`config.mk`:
```
export PLATFORM = sky130hd
export DESIGN_NAME = epaper_refresh_policy
export DESIGN_NICKNAME = d
export VERILOG_FILES = /design/src/rtl/erp_pkg.sv /design/src/rtl/erp_decide.sv /design/src/rtl/epaper_refresh_policy.sv
export SDC_FILE = /design/constraint.sdc
export NUM_CORES = 1
export LEC_CHECK = 0
export BUFFER_PORTS_ARGS = -buffer_cell sky130_fd_sc_hd__buf_2
export CAP_MARGIN = 25
export CORE_ASPECT_RATIO = 0.9
export CORE_MARGIN = 2
export CORE_UTILIZATION = 35
export CTS_CLUSTER_SIZE = 40
export DETAILED_ROUTE_END_ITERATION = 6
export PLACE_DENSITY = 0.48
export SKIP_LAST_GASP = 1
export SLEW_MARGIN = 20
export SYNTH_ARGS = -nofsm -noshare
export SYNTH_HDL_FRONTEND = slang
export SYNTH_SLANG_ARGS = --single-unit
export TNS_END_PERCENT = 100
```
`constraint.sdc`:
```
create_clock -name clock -period 3.9 [get_ports clock]
set_input_delay 0.39 -clock clock [delete_from_list [all_inputs] [get_ports clock]]
set_output_delay 0.39 -clock clock [all_outputs]
set_load 0.01 [all_outputs]
```
`src/rtl/erp_pkg.sv`:
```
// Package for the e-paper refresh policy block: request and refresh codes,
// configuration and counter structs, saturating counter helper. No dependencies.
package erp_pkg;

   localparam int unsigned COUNT_BITS = 6;
   localparam int unsigned BOOT_BITS  = 4;
   localparam int unsigned CSR_DATA_BITS  = 6;
   localparam int unsigned CSR_INDEX_BITS = 2;

   localparam logic [COUNT_BITS-1:0] COUNT_MAX = 6'd63;

   // Configuration register indexes
   localparam logic [CSR_INDEX_BITS-1:0] CSR_PARTIAL_ENABLE  = 2'd0;
   localparam logic [CSR_INDEX_BITS-1:0] CSR_MAIN_PERIOD     = 2'd1;
   localparam logic [CSR_INDEX_BITS-1:0] CSR_OTHER_PERIOD    = 2'd2;
   localparam logic [CSR_INDEX_BITS-1:0] CSR_BOOT_FULL_COUNT = 2'd3;

   // Reset values of the configuration registers
   localparam logic [COUNT_BITS-1:0] MAIN_PERIOD_RESET     = 6'd11;
   localparam logic [COUNT_BITS-1:0] OTHER_PERIOD_RESET    = 6'd6;
   localparam logic [BOOT_BITS-1:0]  BOOT_FULL_COUNT_RESET = 4'd3;

   typedef enum logic [2:0] {
      REQ_SHOW_FRAME  = 3'd0,
      REQ_PAGE_SWITCH = 3'd1,
      REQ_WAKE_RESET  = 3'd2,
      REQ_CLEAR_MAIN  = 3'd3,
      REQ_PANEL_STUCK = 3'd4
   } req_code_type;

   typedef enum logic [1:0] {
      KIND_NONE    = 2'd0,
      KIND_FULL    = 2'd1,
      KIND_PARTIAL = 2'd2
   } kind_type;

   typedef struct packed {
      logic                  partial_enable;
      logic [COUNT_BITS-1:0] main_period;
      logic [COUNT_BITS-1:0] other_period;
      logic [BOOT_BITS-1:0]  boot_full_count;
   } cfg_type;

   typedef struct packed {
      logic [BOOT_BITS-1:0]  boot_done;
      logic [COUNT_BITS-1:0] main_pos;
      logic [COUNT_BITS-1:0] switch_pos;
   } count_type;

   // Advance a counter, stopping at the top value
   function automatic logic [COUNT_BITS-1:0] bump(input logic [COUNT_BITS-1:0] v);
      return (v == COUNT_MAX) ? COUNT_MAX : v + 1'b1;
   endfunction

endpackage

```
`src/rtl/erp_decide.sv`:
```
// Refresh decision logic: next counter state and refresh kind for one item.
// Depends on erp_pkg.
module erp_decide #(
   parameter int unsigned SCREEN_ID_BITS = 4
) (
   input  erp_pkg::cfg_type             cfg,
   input  erp_pkg::count_type           cnt_cur,
   input  logic [SCREEN_ID_BITS-1:0]    prev_screen_cur,
   input  logic [2:0]                   req_type,
   input  logic [SCREEN_ID_BITS-1:0]    screen_id,
   output erp_pkg::count_type           cnt_next,
   output logic [SCREEN_ID_BITS-1:0]    prev_screen_next,
   output erp_pkg::kind_type            kind
);
   import erp_pkg::*;

   logic                  is_main;
   logic [COUNT_BITS-1:0] period;
   logic [COUNT_BITS-1:0] pos;
   logic [COUNT_BITS-1:0] main_bumped;
   logic                  in_boot;
   logic                  changed;

   assign is_main     = (screen_id == '0);
   assign period      = is_main ? cfg.main_period : cfg.other_period;
   assign main_bumped = bump(cnt_cur.main_pos);
   assign in_boot     = (cnt_cur.boot_done < cfg.boot_full_count);
   assign changed     = (screen_id != prev_screen_cur);

   // Counter seen by the show-frame decision: the main counter advances first on a repeat
   always_comb begin
      if (is_main && !changed) begin
         pos = main_bumped;
      end else if (is_main) begin
         pos = cnt_cur.main_pos;
      end else begin
         pos = cnt_cur.switch_pos;
      end
   end

   always_comb begin
      cnt_next         = cnt_cur;
      prev_screen_next = prev_screen_cur;
      kind             = KIND_NONE;
      case (req_code_type'(req_type))
         REQ_SHOW_FRAME: begin
            if (in_boot) begin
               cnt_next.boot_done = cnt_cur.boot_done + 1'b1;
               cnt_next.main_pos  = '0;
               prev_screen_next   = screen_id;
               kind               = KIND_FULL;
            end else begin
               prev_screen_next = screen_id;
               if (is_main && !changed) begin
                  cnt_next.main_pos = main_bumped;
               end
               if (pos >= period || !cfg.partial_enable) begin
                  // full refresh: drop the counter of the screen shown
                  kind = KIND_FULL;
                  if (is_main) begin
                     cnt_next.main_pos = '0;
                  end else begin
                     cnt_next.switch_pos = '0;
                  end
               end else begin
                  kind = KIND_PARTIAL;
               end
            end
         end
         REQ_PAGE_SWITCH: begin
            if (is_main) begin
               cnt_next.main_pos = (cnt_cur.main_pos >= cfg.main_period) ?
                                   COUNT_BITS'(1) : main_bumped;
            end else begin
               cnt_next.switch_pos = (cnt_cur.switch_pos >= cfg.other_period) ?
                                     COUNT_BITS'(1) : bump(cnt_cur.switch_pos);
            end
         end
         REQ_WAKE_RESET: begin
            cnt_next.main_pos = '0;
            prev_screen_next  = '0;
         end
         REQ_CLEAR_MAIN: begin
            cnt_next.main_pos = '0;
         end
         REQ_PANEL_STUCK: begin
            cnt_next.main_pos   = '0;
            cnt_next.switch_pos = '0;
            kind                = KIND_FULL;
         end
         default: begin
            kind = KIND_NONE;
         end
      endcase
   end

endmodule

```
`src/rtl/epaper_refresh_policy.sv`:
```
// Top level of the e-paper refresh policy block: handshakes, configuration
// registers, policy state and result register. Depends on erp_pkg, erp_decide.
//
// Each accepted request item yields exactly one result item, the refresh kind
// (none, full or partial), in the result register the next cycle. The block
// takes one item per clock unless stalled: req_ready is high whenever the
// result register is empty or its item is taken in the same cycle; the rate
// is set by the combinational decision path between the policy state
// registers and the result register. The first boot_full_count frames after
// reset are full; the main screen and the other screens as a group each have
// a counter with its own period that forces a full refresh; partial refreshes
// appear only while partial_enable is set. Configuration registers are
// written through csr_wr_en / csr_index / csr_wdata, take effect on the next
// item, and should be changed only while no item is in flight.
module epaper_refresh_policy #(
   parameter int unsigned SCREEN_ID_BITS = 4
) (
   input  logic                                  clock,
   input  logic                                  reset,
   input  logic                                  csr_wr_en,
   input  logic [erp_pkg::CSR_INDEX_BITS-1:0]    csr_index,
   input  logic [erp_pkg::CSR_DATA_BITS-1:0]     csr_wdata,
   input  logic                                  req_valid,
   output logic                                  req_ready,
   input  logic [2:0]                            req_type,
   input  logic [SCREEN_ID_BITS-1:0]             req_screen_id,
   output logic                                  rsp_valid,
   input  logic                                  rsp_ready,
   output logic [1:0]                            rsp_refresh_kind
);
   import erp_pkg::*;

   cfg_type                   cfg_ff;
   count_type                 cnt_ff;
   count_type                 cnt_in;
   logic [SCREEN_ID_BITS-1:0] prev_screen_ff;
   logic [SCREEN_ID_BITS-1:0] prev_screen_in;
   kind_type                  kind_in;
   logic                      rsp_valid_ff;
   logic [1:0]                rsp_kind_ff;
   logic                      req_fire;

   // Take a new item whenever the result slot is free or drains this cycle
   assign req_ready = !rsp_valid_ff || rsp_ready;
   assign req_fire  = req_valid && req_ready;

   // Configuration registers
   always_ff @(posedge clock) begin
      if (reset) begin
         cfg_ff.partial_enable  <= 1'b0;
         cfg_ff.main_period     <= MAIN_PERIOD_RESET;
         cfg_ff.other_period    <= OTHER_PERIOD_RESET;
         cfg_ff.boot_full_count <= BOOT_FULL_COUNT_RESET;
      end else if (csr_wr_en) begin
         case (csr_index)
            CSR_PARTIAL_ENABLE:  cfg_ff.partial_enable  <= csr_wdata[0];
            CSR_MAIN_PERIOD:     cfg_ff.main_period     <= csr_wdata[COUNT_BITS-1:0];
            CSR_OTHER_PERIOD:    cfg_ff.other_period    <= csr_wdata[COUNT_BITS-1:0];
            CSR_BOOT_FULL_COUNT: cfg_ff.boot_full_count <= csr_wdata[BOOT_BITS-1:0];
            default: begin
            end
         endcase
      end
   end

   erp_decide #(
      .SCREEN_ID_BITS (SCREEN_ID_BITS)
   ) u_decide (
      .cfg              (cfg_ff),
      .cnt_cur          (cnt_ff),
      .prev_screen_cur  (prev_screen_ff),
      .req_type         (req_type),
      .screen_id        (req_screen_id),
      .cnt_next         (cnt_in),
      .prev_screen_next (prev_screen_in),
      .kind             (kind_in)
   );

   // Policy state: advance only on an accepted item
   always_ff @(posedge clock) begin
      if (reset) begin
         cnt_ff         <= '0;
         prev_screen_ff <= '0;
      end else if (req_fire) begin
         cnt_ff         <= cnt_in;
         prev_screen_ff <= prev_screen_in;
      end
   end

   // Result register: load on accept, drop once the consumer takes it
   always_ff @(posedge clock) begin
      if (reset) begin
         rsp_valid_ff <= 1'b0;
      end else if (req_fire) begin
         rsp_valid_ff <= 1'b1;
      end else if (rsp_ready) begin
         rsp_valid_ff <= 1'b0;
      end
   end

   always_ff @(posedge clock) begin
      if (req_fire) begin
         rsp_kind_ff <= kind_in;
      end
   end

   assign rsp_valid        = rsp_valid_ff;
   assign rsp_refresh_kind = rsp_kind_ff;

endmodule

```
==> impl_results.md, run 1 <==
* Outcome: finished clean
* CTS Buf Count at 5
* Number of synthesized flops with an enable pin at 2
* Total congestion overflow at 0
* TritonCTS clock tree: yes
* Uppermost layer routed: met4
* Mapped Cells at approximately 320
* Area leader, netlist: dfxtp_1
* GRT Overall Usage at approximately 17%
* Starting Density at between 30% and 40%
* DIE HEIGHT at between 80 and 90 um
* Row count at 29
* Worst Tran Pin Value at roughly 730 ps
* Initial antenna violation count at 0
* Distinct cells, synth at 52
* Clock sink count at 40
* Final WL at around 6500 um
* Yosys top cell area share at 29.3%
* Critical Path End Type: flip-flop
* Max_cap viols at 0
* Antenna-violating nets left at 0
* Die Wd at ~95 um
* Metal3 WL at roughly 260 um
* Cts repair resizes at 0
* Share of layout cells above drive strength 1 at about 12%
* Endpoints failing setup at 0
* Vias/cell at roughly 5.3
* Crit path time final at approximately 3500 ps
* RSZ-0062 raised after global routing: no
* Slew HR at between 50 and 60%
* Pin count of the biggest net entering global routing at 39
* Die ar. at just over 8000 um2
* LEAKAGE at around 1.3 nW
* Fin Setup TNS at 0 ps
* Post-CTS Setup Inserts at 0
* Fin crit share at about nine tenths
* Clock buffer depth at 2
* Met1 wire length at 3380 um
* Post-synthesis instance area at 2600 um2
* Fillers at 794
* Met2 WL at ~2700 um
* NumNets Final at 390
* Worst endpoint required time at between 4000 and 5000 ps
* Final Non-Filler Cells at 439
* Post-synth ARST share at 0%
* Worst min-delay path category: in2reg
* Seq/Total Area, Yosys at about a third
* Max VDD drop at 0.000118 V
* Routed via count at roughly 2300
* Clock skew at 8.98 ps
* H-Tree Depth at 2
* Final Cell Area at a little under 3000 um2
* Skew-Pair Late Insertion Delay at approximately 300 ps
* Residual DRC count at 0
* Register bit count reported by yosys at 40
* Routed length per instance at between 10 and 15 um
* Placed Cells at 432
* IO Count at 24
* Design Power at 811 uW
* DP Area at between 2000 and 3000 um2
* First-pass GRT wire length at approximately 11000 um
* Clock root cell: clkbuf_8
* Vias in the first global route at approximately 2300
* Drt pass-1 iters at 4
* Synth Flop Type: dfxtp_1
* Layout area overhead at 11.6%
* Final Max Tran Viols at 0
* Port bufs at 23
* Yosys warning count at 0
* Core area at 7110 um2
* Critical path arrival at roughly 3700 ps
* Antenna diode count at 0
* CP startpoint kind: flip-flop
* Storage element area at a little over 800 um2
* Final Hold Fails at 0
* Footprint of the multi-input gates at about 1700 um2
* CP Max Fanout at 7
* Fin Hold WS at 327 ps
* Routability cong. at about 0.83
* Hold_buf cts at 0
* DRT iter0 DRCs at 119
* Reg clk slew, reported paths at approximately 80 ps
* F_max at about 0.28 GHz
* Mean post-synth cell area at approximately 8 um2
* PwrDens at approximately 280 nW/um2
* Syn nets at 366
* Top post-synthesis cells by area: dfxtp_1 29%, ha_1 12%, nor2_1 6.6%
* HPWL after detailed placement at ~5000 um
* Crit Path Class: reg2reg
## cell usage in the layout (no fill, tap or decap), types with 2 or more instances in the layout
| cell type | count |
|---|---|
| a211o_1 | 5 |
| a211oi_1 | 6 |
| a21o_1 | 7 |
| a21oi_1 | 23 |
| a22oi_1 | 4 |
| a311oi_1 | 3 |
| a31oi_1 | 9 |
| a32oi_1 | 2 |
| and3_1 | 4 |
| buf_2 | 23 |
| buf_4 | 4 |
| clkbuf_8 | 5 |
| dfxtp_1 | 38 |
| edfxtp_1 | 2 |
| ha_1 | 24 |
| inv_1 | 21 |
| mux2i_1 | 10 |
| nand2_1 | 24 |
| nand2b_1 | 10 |
| nand3_1 | 18 |
| nand3b_1 | 3 |
| nor2_1 | 46 |
| nor2b_1 | 3 |
| o21a_1 | 2 |
| o21ai_0 | 12 |
| o21ai_1 | 3 |
| o21bai_1 | 2 |
| or3_1 | 3 |
| or4_1 | 2 |
| xor2_1 | 3 |
## kinds of logic (layout without fill, tap and decap cells)
family,Yosys count,count (layout),share of synthesized area (%)
and+or+nand+nor,126,126,24.7
xor gates and xnor gates,3,3,1.01
buffers and inverters,31,55,4.81
DFF,40,40,31.6
adders and majority gates,24,24,11.5
muxes,10,10,3.85
AOI/OAI and AO/OA,88,88,22.5
## worst max-delay path, stage by stage, from the launching register on
cell      delay, ps
dfxtp_1         470
ha_1            340
nand3_1         160
nor2_1          270
nor2_1          130
a211oi_1        250
a21oi_1          70
ha_1            290
nand2b_1         90
a31oi_1          90
o21ai_1         530
a31oi_1         260
nor2_1          310
a211oi_1        120
## path summary, 6_finish.rpt
kind | start | endpoint | slack, ps | depth (start not counted)
setup / recovery | cnt_ff[7] | cnt_ff[5] | 380 | 13
hold / removal | req_valid | rsp_valid | 330 | 3
setup reg to reg | cnt_ff[7] | cnt_ff[5] | 380 | 13
hold reg to reg | cfg_ff[11] | cfg_ff[11] | 470 | 1
## Yosys cell counts (all sizes together) (2+ instances only)
cell     n
nand3   18
edfxtp   2
a22oi    4
a211oi   6
o21a     2
dfxtp   38
nand2b  10
o21bai   2
nor3     2
clkbuf   8
nor2    47
inv     21
xor2     3
nor2b    3
ha      24
or3      3
buf      2
mux2i   10
o311ai   2
nand2   24
or2      2
nor4     2
o21ai   16
a21oi   24
a21o     7
a211o    5
or4      2
a32oi    2
a31oi    9
nand4    2
and3     4
nand3b   3
a311oi   3
## layout make-up
type,count,area share (%)
Clock buffer,5,2.37
Clock inverter,2,0.388
Inverter,21,2.72
Multi-Input combinational cell,251,57.2
Sequential cell,40,28.3
Tap cell,93,4.01
Timing Repair Buffer,27,5.00
## sequential cells by signal, indices dropped and copies added, names as in the netlist
register / cells
prev_screen_ff: 4
rsp_valid: 1
rsp_refresh_kind: 2
cfg_ff: 17
cnt_ff: 16
## report_power, final
part / total (mW) / internal, mW / switching [mW]
Clock: 0.271 / 0.122 / 0.149
Sequential: 0.430 / 0.422 / 0.00772
Combinational: 0.110 / 0.0422 / 0.0675
## through the flow
stage / setup slack, ps / utilization (%)
after floorplan: 853 / -
after global placement: 513 / 39.6
after detailed placement: 338 / 39.6
after CTS: 378 / 40.7
after global routing: 70.3 / 40.8
final: 380 / 40.8
## per-layer routing
metal | vias to the layer above | global-route usage (%)
met1 | 1069 | 23.8
met3 | 6 | 3.25
li1 | 1215 | -
met2 | 42 | 27.1
met5 | - | 0
met4 | 0 | 5.67
Note: power is estimated with default switching activity, not from simulation.
==> run 2, diff against run 1 <==
--- a/config.mk
+++ b/config.mk
@@ -7,7 +7,7 @@
 export LEC_CHECK = 0
 export BUFFER_PORTS_ARGS = -buffer_cell sky130_fd_sc_hd__buf_2
 export CAP_MARGIN = 25
-export CORE_ASPECT_RATIO = 0.9
+export CORE_ASPECT_RATIO = 2
 export CORE_MARGIN = 2
 export CORE_UTILIZATION = 35
 export CTS_CLUSTER_SIZE = 40
==> run 2 against run 1 <==
Global-route usage grew 1.3 points. Sequential power is essentially flat. Largest cell class unchanged. Critical path depth is the same. Register-to-register slack gained 240 ps. Worst hold slack gained 23 ps.
==> impl_results.md, run 2 (synthesis results as in run 1) <==
* Outcome: finished clean
* Die Wd at 64.9 um (-32%)
* Antenna diode count at 0 (unchanged)
* Hold_buf cts at 0 (unchanged)
* Max FFs per register at 17 (unchanged)
* Max_cap viols at 0 (unchanged)
* Row count at 44 (+52%)
* Clock skew at 2.84 ps (-6.14 ps)
* Port bufs at 23 (unchanged)
* F_max at 0.305 GHz (+7.2%)
* Final WL at 6960 um (+7.9%)
* H-Tree Depth at 2 (unchanged)
* Most common cell after layout, fill and taps aside: nor2_1
* TritonCTS clock tree: yes
* Worst Tran Pin Value at 714 ps (-13.1 ps)
* Vias in the first global route at 2315 (-1.3%)
* Worst reg2reg setup slack at 620 ps (+240 ps)
* Skew-Pair Late Insertion Delay at 290 ps (about the same)
* Largest regs: cfg_ff x17, cnt_ff x16, prev_screen_ff x4
* Vias/cell at 5.40 (+1.7%)
* DRT iter0 DRCs at 131 (+10%)
* Drt pass-1 iters at 4 (unchanged)
* Clock sink count at 40 (unchanged)
* Commonest non-fill, non-tap cells in the layout: 46 x nor2_1, 38 x dfxtp_1, 24 x nand2_1, 24 x ha_1
* Residual DRC count at 0 (unchanged)
* Final Hold Fails at 0 (unchanged)
* Share of layout cells above drive strength 1 at 12.9% (+0.43 points)
* Pin count of the biggest net entering global routing at 39 (unchanged)
* Critical Path End Type: flip-flop
* Max VDD drop at 0.000235 V (+99%)
* Routability cong. at 0.810 (-2.3%)
* NumNets Final at 393 (+0.77%)
* Clock buffer depth at 2 (unchanged)
* Worst endpoint required time at 4110 ps (+70 ps)
* Reg clk slew, reported paths at 60 ps (-20 ps)
* Fin Setup TNS at 0 ps (unchanged)
* GRT Overall Usage at 18.6% (+1.3 points)
* Crit Path Class: reg2reg
* Critical path arrival at 3490 ps (-170 ps)
* Final Max Tran Viols at 0 (unchanged)
* Endpoints failing setup at 0 (unchanged)
* DIE HEIGHT at 126 um (+47%)
* Antenna-violating nets left at 0 (unchanged)
* Post-CTS Setup Inserts at 0 (unchanged)
* Starting Density at 36.1% (-0.51 points)
* Crit path time final at 3280 ps (-237 ps)
* CP Max Fanout at 7 (unchanged)
* Fin Hold WS at 350 ps (+22.6 ps)
* Layout area overhead at 15.2%
* Largest stage delay on the critical path at 570 ps (+40 ps)
* Worst min-delay path category: in2reg
* Initial antenna violation count at 0 (unchanged)
* IO Count at 24 (unchanged)
* First-pass GRT wire length at 11500 um (+4.3%)
* Routed length per instance at 15.7 um (+7.1%)
* RSZ-0062 raised after global routing: no
* Core area at 7210 um2 (+1.4%)
* Die ar. at 8180 um2 (+0.51%)
* Slowest CP cell: o311ai_1
* Biggest register: cfg_ff
* Slew HR at 52.4% (+0.88 points)
* Fin crit share at 84.2% (-6.1 points)
* Total congestion overflow at 0 (unchanged)
* CTS Buf Count at 5 (unchanged)
* Cts repair resizes at 0 (unchanged)
* Clock root cell: clkbuf_16
* CP Cell Sequence: ha_1 > nand3_1 > nor2_1 > nor2_1 > a311oi_1 > a21o_1 > ha_1 > a21o_1 > a31oi_1 > o21ai_1 > o311ai_1 > nand2_1 > a21oi_1
* Routed via count at 2389 (+2.4%)
* LEAKAGE at 1.33 nW (+3.8%)
* Fillers at 788 (-0.76%)
* PwrDens at 327 nW/um2 (+17%)
* HPWL after detailed placement at 5480 um (+13%)
* CP startpoint kind: flip-flop
## run 2: cell types whose count changed in the layout (fill, tap and decap cells not counted), sizes merged
| cell | delta |
|---|---|
| inv | -1 |
| buf | +3 |
| clkbuf | +2 |
## run 2: layer usage
metal	vias up	global-route usage (%)	part of all wire, %
met5	-	0	0
met4	0	11.4	5.4
met3	17	2.86	2.2
met2	35	33.4	55
met1	1114	19.5	38
li1	1223	-	-
## run 2: final timing paths
kind         startpoint          to  cells past startpoint
min reg2reg  cfg_ff[11]  cfg_ff[11]                      1
max reg2reg   cnt_ff[7]   cnt_ff[8]                     13
max           cnt_ff[7]   cnt_ff[8]                     13
min           req_valid   rsp_valid                      3
## run 2: layout make-up
type / instances / area (um2) / share of cell area (%)
flip-flops and latches: 40 / 821 / 27.4
clock inverters: 1 / 5.00 / 0.167
well taps: 92 / 115 / 3.84
inverters: 21 / 78.8 / 2.63
clock buffers: 7 / 154 / 5.14
repair buffers: 30 / 168 / 5.60
multi-input cells: 251 / 1650 / 55.2
## run 2: power by group
| group | switching (mW) | internal (mW) | total, mW |
|---|---|---|---|
| Sequential | 0.00839 | 0.423 | 0.432 |
| Combinational | 0.0687 | 0.0424 | 0.111 |
| Clock | 0.162 | 0.275 | 0.437 |
## run 2: worst max-delay path: cells and delay by family, from the launching register on
family,cells,cell delay (ps)
AOI/OAI and AO/OA,7,1670
adders and majority gates,2,580
and+or+nand+nor,4,520
DFF,1,430
## run 2: metrics by stage
step	setup WS (ps)	instance area, um2	power (mW)	cells	util [%]
floorplan	853	2600	0.509	322	-
global route	287	3000	1.03	442	41.5
global placement	656	2840	0.552	434	39.3
CTS	595	3000	1.00	442	41.5
detailed placement	595	2840	0.553	434	39.3
finish	617	3000	0.980	442	41.5
==> run 3, diff against run 2 <==
--- a/config.mk
+++ b/config.mk
@@ -12,7 +12,7 @@
 export CORE_UTILIZATION = 35
 export CTS_CLUSTER_SIZE = 40
 export DETAILED_ROUTE_END_ITERATION = 6
-export PLACE_DENSITY = 0.48
+export PLACE_DENSITY = 0.5
 export SKIP_LAST_GASP = 1
 export SLEW_MARGIN = 20
 export SYNTH_ARGS = -nofsm -noshare
==> constraint.sdc (replaced) <==
create_clock -name clock -period 2.9 [get_ports clock]
set_input_delay 0.29 -clock clock [delete_from_list [all_inputs] [get_ports clock]]
set_output_delay 0.29 -clock clock [all_outputs]
set_load 0.01 [all_outputs]
==> run 3 against run 2 <==
Critical path depth shrank 1. Power rose by 43%. Count of clock-buffer cells in the layout decreased by 2. Flip-flop and latch count is the same. Cell count up 5.2%. Setup slack got worse by 450 ps. Critical path type unchanged. Critical endpoint unchanged. Largest cell class unchanged.
==> impl_results.md, run 3 (synthesis results as in run 1) <==
* IO Count at 24 (unchanged)
* Core area at 7210 um2 (unchanged)
* Initial antenna violation count at 0 (unchanged)
* Endpoints failing setup at 0 (unchanged)
* Largest regs: cfg_ff x17, cnt_ff x16, prev_screen_ff x4
* RSZ-0062 raised after global routing: no
* Final Max Tran Viols at 0 (unchanged)
* Max FFs per register at 17 (unchanged)
* CTS Buf Count at 5 (unchanged)
* Crit path time final at 2730 ps (-552 ps)
* Worst Tran Pin Value at 724 ps (+10.2 ps)
* Critical Path End Type: flip-flop
* Vias in the first global route at 2465 (+6.5%)
* Vias/cell at 5.40 (-0.17%)
* Placed Cells at 452 (+4.1%)
* Worst min-delay path category: in2reg
* Crit Path Class: reg2reg
* Starting Density at 36.1% (unchanged)
* Fin Hold WS at 245 ps (-105 ps)
* TritonCTS clock tree: yes
* Max VDD drop at 0.000261 V (+11%)
* Routability cong. at 0.866 (+7.0%)
* Fin Setup TNS at 0 ps (unchanged)
* Row count at 44 (unchanged)
* Busiest grt layer: met2
* CP startpoint kind: flip-flop
* Skew-Pair Late Insertion Delay at 290 ps (about the same)
* Antenna-violating nets left at 0 (unchanged)
* Clock root cell: clkbuf_16
* Outcome: finished clean
* GRT Overall Usage at 19.3% (+0.69 points)
* Routed length per instance at 15.6 um (-1.1%)
* Commonest non-fill, non-tap cells in the layout: 43 x nor2_1, 36 x dfxtp_1, 29 x buf_4
* Reg clk slew, reported paths at 60 ps (about the same)
* Final WL at 7240 um (+4.0%)
* Most common cell after layout, fill and taps aside: nor2_1
* DRT iter0 DRCs at 161 (+23%)
* Final Non-Filler Cells at 465 (+5.2%)
* Clock sink count at 40 (unchanged)
* Clock buffer depth at 2 (unchanged)
* GR Util met2 at 35.7% (+2.3 points)
* Pin count of the biggest net entering global routing at 39 (unchanged)
* HPWL after detailed placement at 5700 um (+4.0%)
* Total congestion overflow at 0 (unchanged)
* CP Max Fanout at 7 (unchanged)
* Critical path arrival at 2950 ps (-540 ps)
* Met1 Use GR at 19.3% (-0.22 points)
* Routed via count at 2509 (+5.0%)
* Fin crit share at 94.2% (+10 points)
* Max_cap viols at 0 (unchanged)
* Layout Utilization at 45.6% (+4.0 points)
* H-Tree Depth at 2 (unchanged)
* F_max at 0.366 GHz (+20%)
* Hold_buf cts at 0 (unchanged)
* M3 GR Usage at 2.86% (unchanged)
* PwrDens at 427 nW/um2 (+31%)
* Fillers at 755 (-4.2%)
* LEAKAGE at 1.46 nW (+9.7%)
* Antenna diode count at 0 (unchanged)
* Die ar. at 8180 um2 (unchanged)
* Worst endpoint required time at 3120 ps (-990 ps)
* Share of layout cells above drive strength 1 at 22.8% (+9.9 points)
* Final Hold Fails at 0 (unchanged)
* DIE HEIGHT at 126 um (unchanged)
* Worst reg2reg setup slack at 170 ps (-450 ps)
* Drt pass-1 iters at 4 (unchanged)
* First-pass GRT wire length at 12000 um (+4.1%)
* Biggest register: cfg_ff
* NumNets Final at 416 (+5.9%)
* Residual DRC count at 0 (unchanged)
* Clock skew at 4.05 ps (+1.21 ps)
* Slew HR at 51.7% (-0.68 points)
* Layout area overhead at 26.4%
* Port bufs at 23 (unchanged)
* Die Wd at 64.9 um (unchanged)
==> run 3: changes by cell type in the layout (fill, tap and decap cells not counted), sizes merged <==
| cell | change |
|---|---|
| clkinv | +1 |
| buf | +23 |
| bufinv | +1 |
| clkbuf | -2 |
==> run 3: path summary, 6_finish.rpt <==
check                    startpoint   endpoint  cells past startpoint
hold / removal            req_valid  rsp_valid                      3
hold reg to reg           cfg_ff[1]  cfg_ff[1]                      1
setup / recovery  prev_screen_ff[1]  cnt_ff[8]                     12
setup reg to reg  prev_screen_ff[1]  cnt_ff[8]                     12
==> run 3: final cells by class <==
cell class,count,area [um2],area share (%)
multi-input combinational,251,1750,53.3
inverter,21,78.8,2.40
tap,92,115,3.50
clock inverter,3,47.5,1.45
timing repair buffer,53,344,10.5
sequential,40,823,25.0
clock buffer,5,125,3.81
==> run 3: power by group <==
group          total (mW)  leakage (nW)  internal, mW  switching, mW
clock network       0.654        0.0840         0.409          0.245
registers           0.580         0.330         0.569         0.0109
logic               0.169          1.05        0.0706         0.0984
==> run 3: metrics by stage <==
step           total power [mW]  setup slack (ps)  instance area, um2
3_3_place_gp              0.750             -21.4                2980
3_5_place_dp              0.752             -38.0                2980
2_1_floorplan             0.685              6.42                2610
6_report                   1.40               169                3290
5_1_grt                    1.46              4.76                3290
4_1_cts                    1.41             -2.64                3150
==> run 3: repair_timing <==
action | CTS | global route
gates resized for setup | 1 | 20
pin swaps | 0 | 7
buffers inserted | 0 | 5
endpoints found under the setup margin | 9 | 14
==> run 3: layer usage <==
metal / vias up / wire length [um]
met5: - / 0
li1: 1265 / -
met2: 48 / 4020
met1: 1177 / 2670
met4: 0 / 380
met3: 19 / 173
==> run 3: worst max-delay path, stage by stage (launching register included) <==
cell and delay (ps):
dfxtp_1 310, or4_4 560, buf_6 170, nor3_1 200, o31ai_1 100, ha_1 210, a21o_1 150, a31oi_1 170
o21ai_2 140, o311ai_2 310, buf_4 180, nand2_1 70, a21oi_2 110
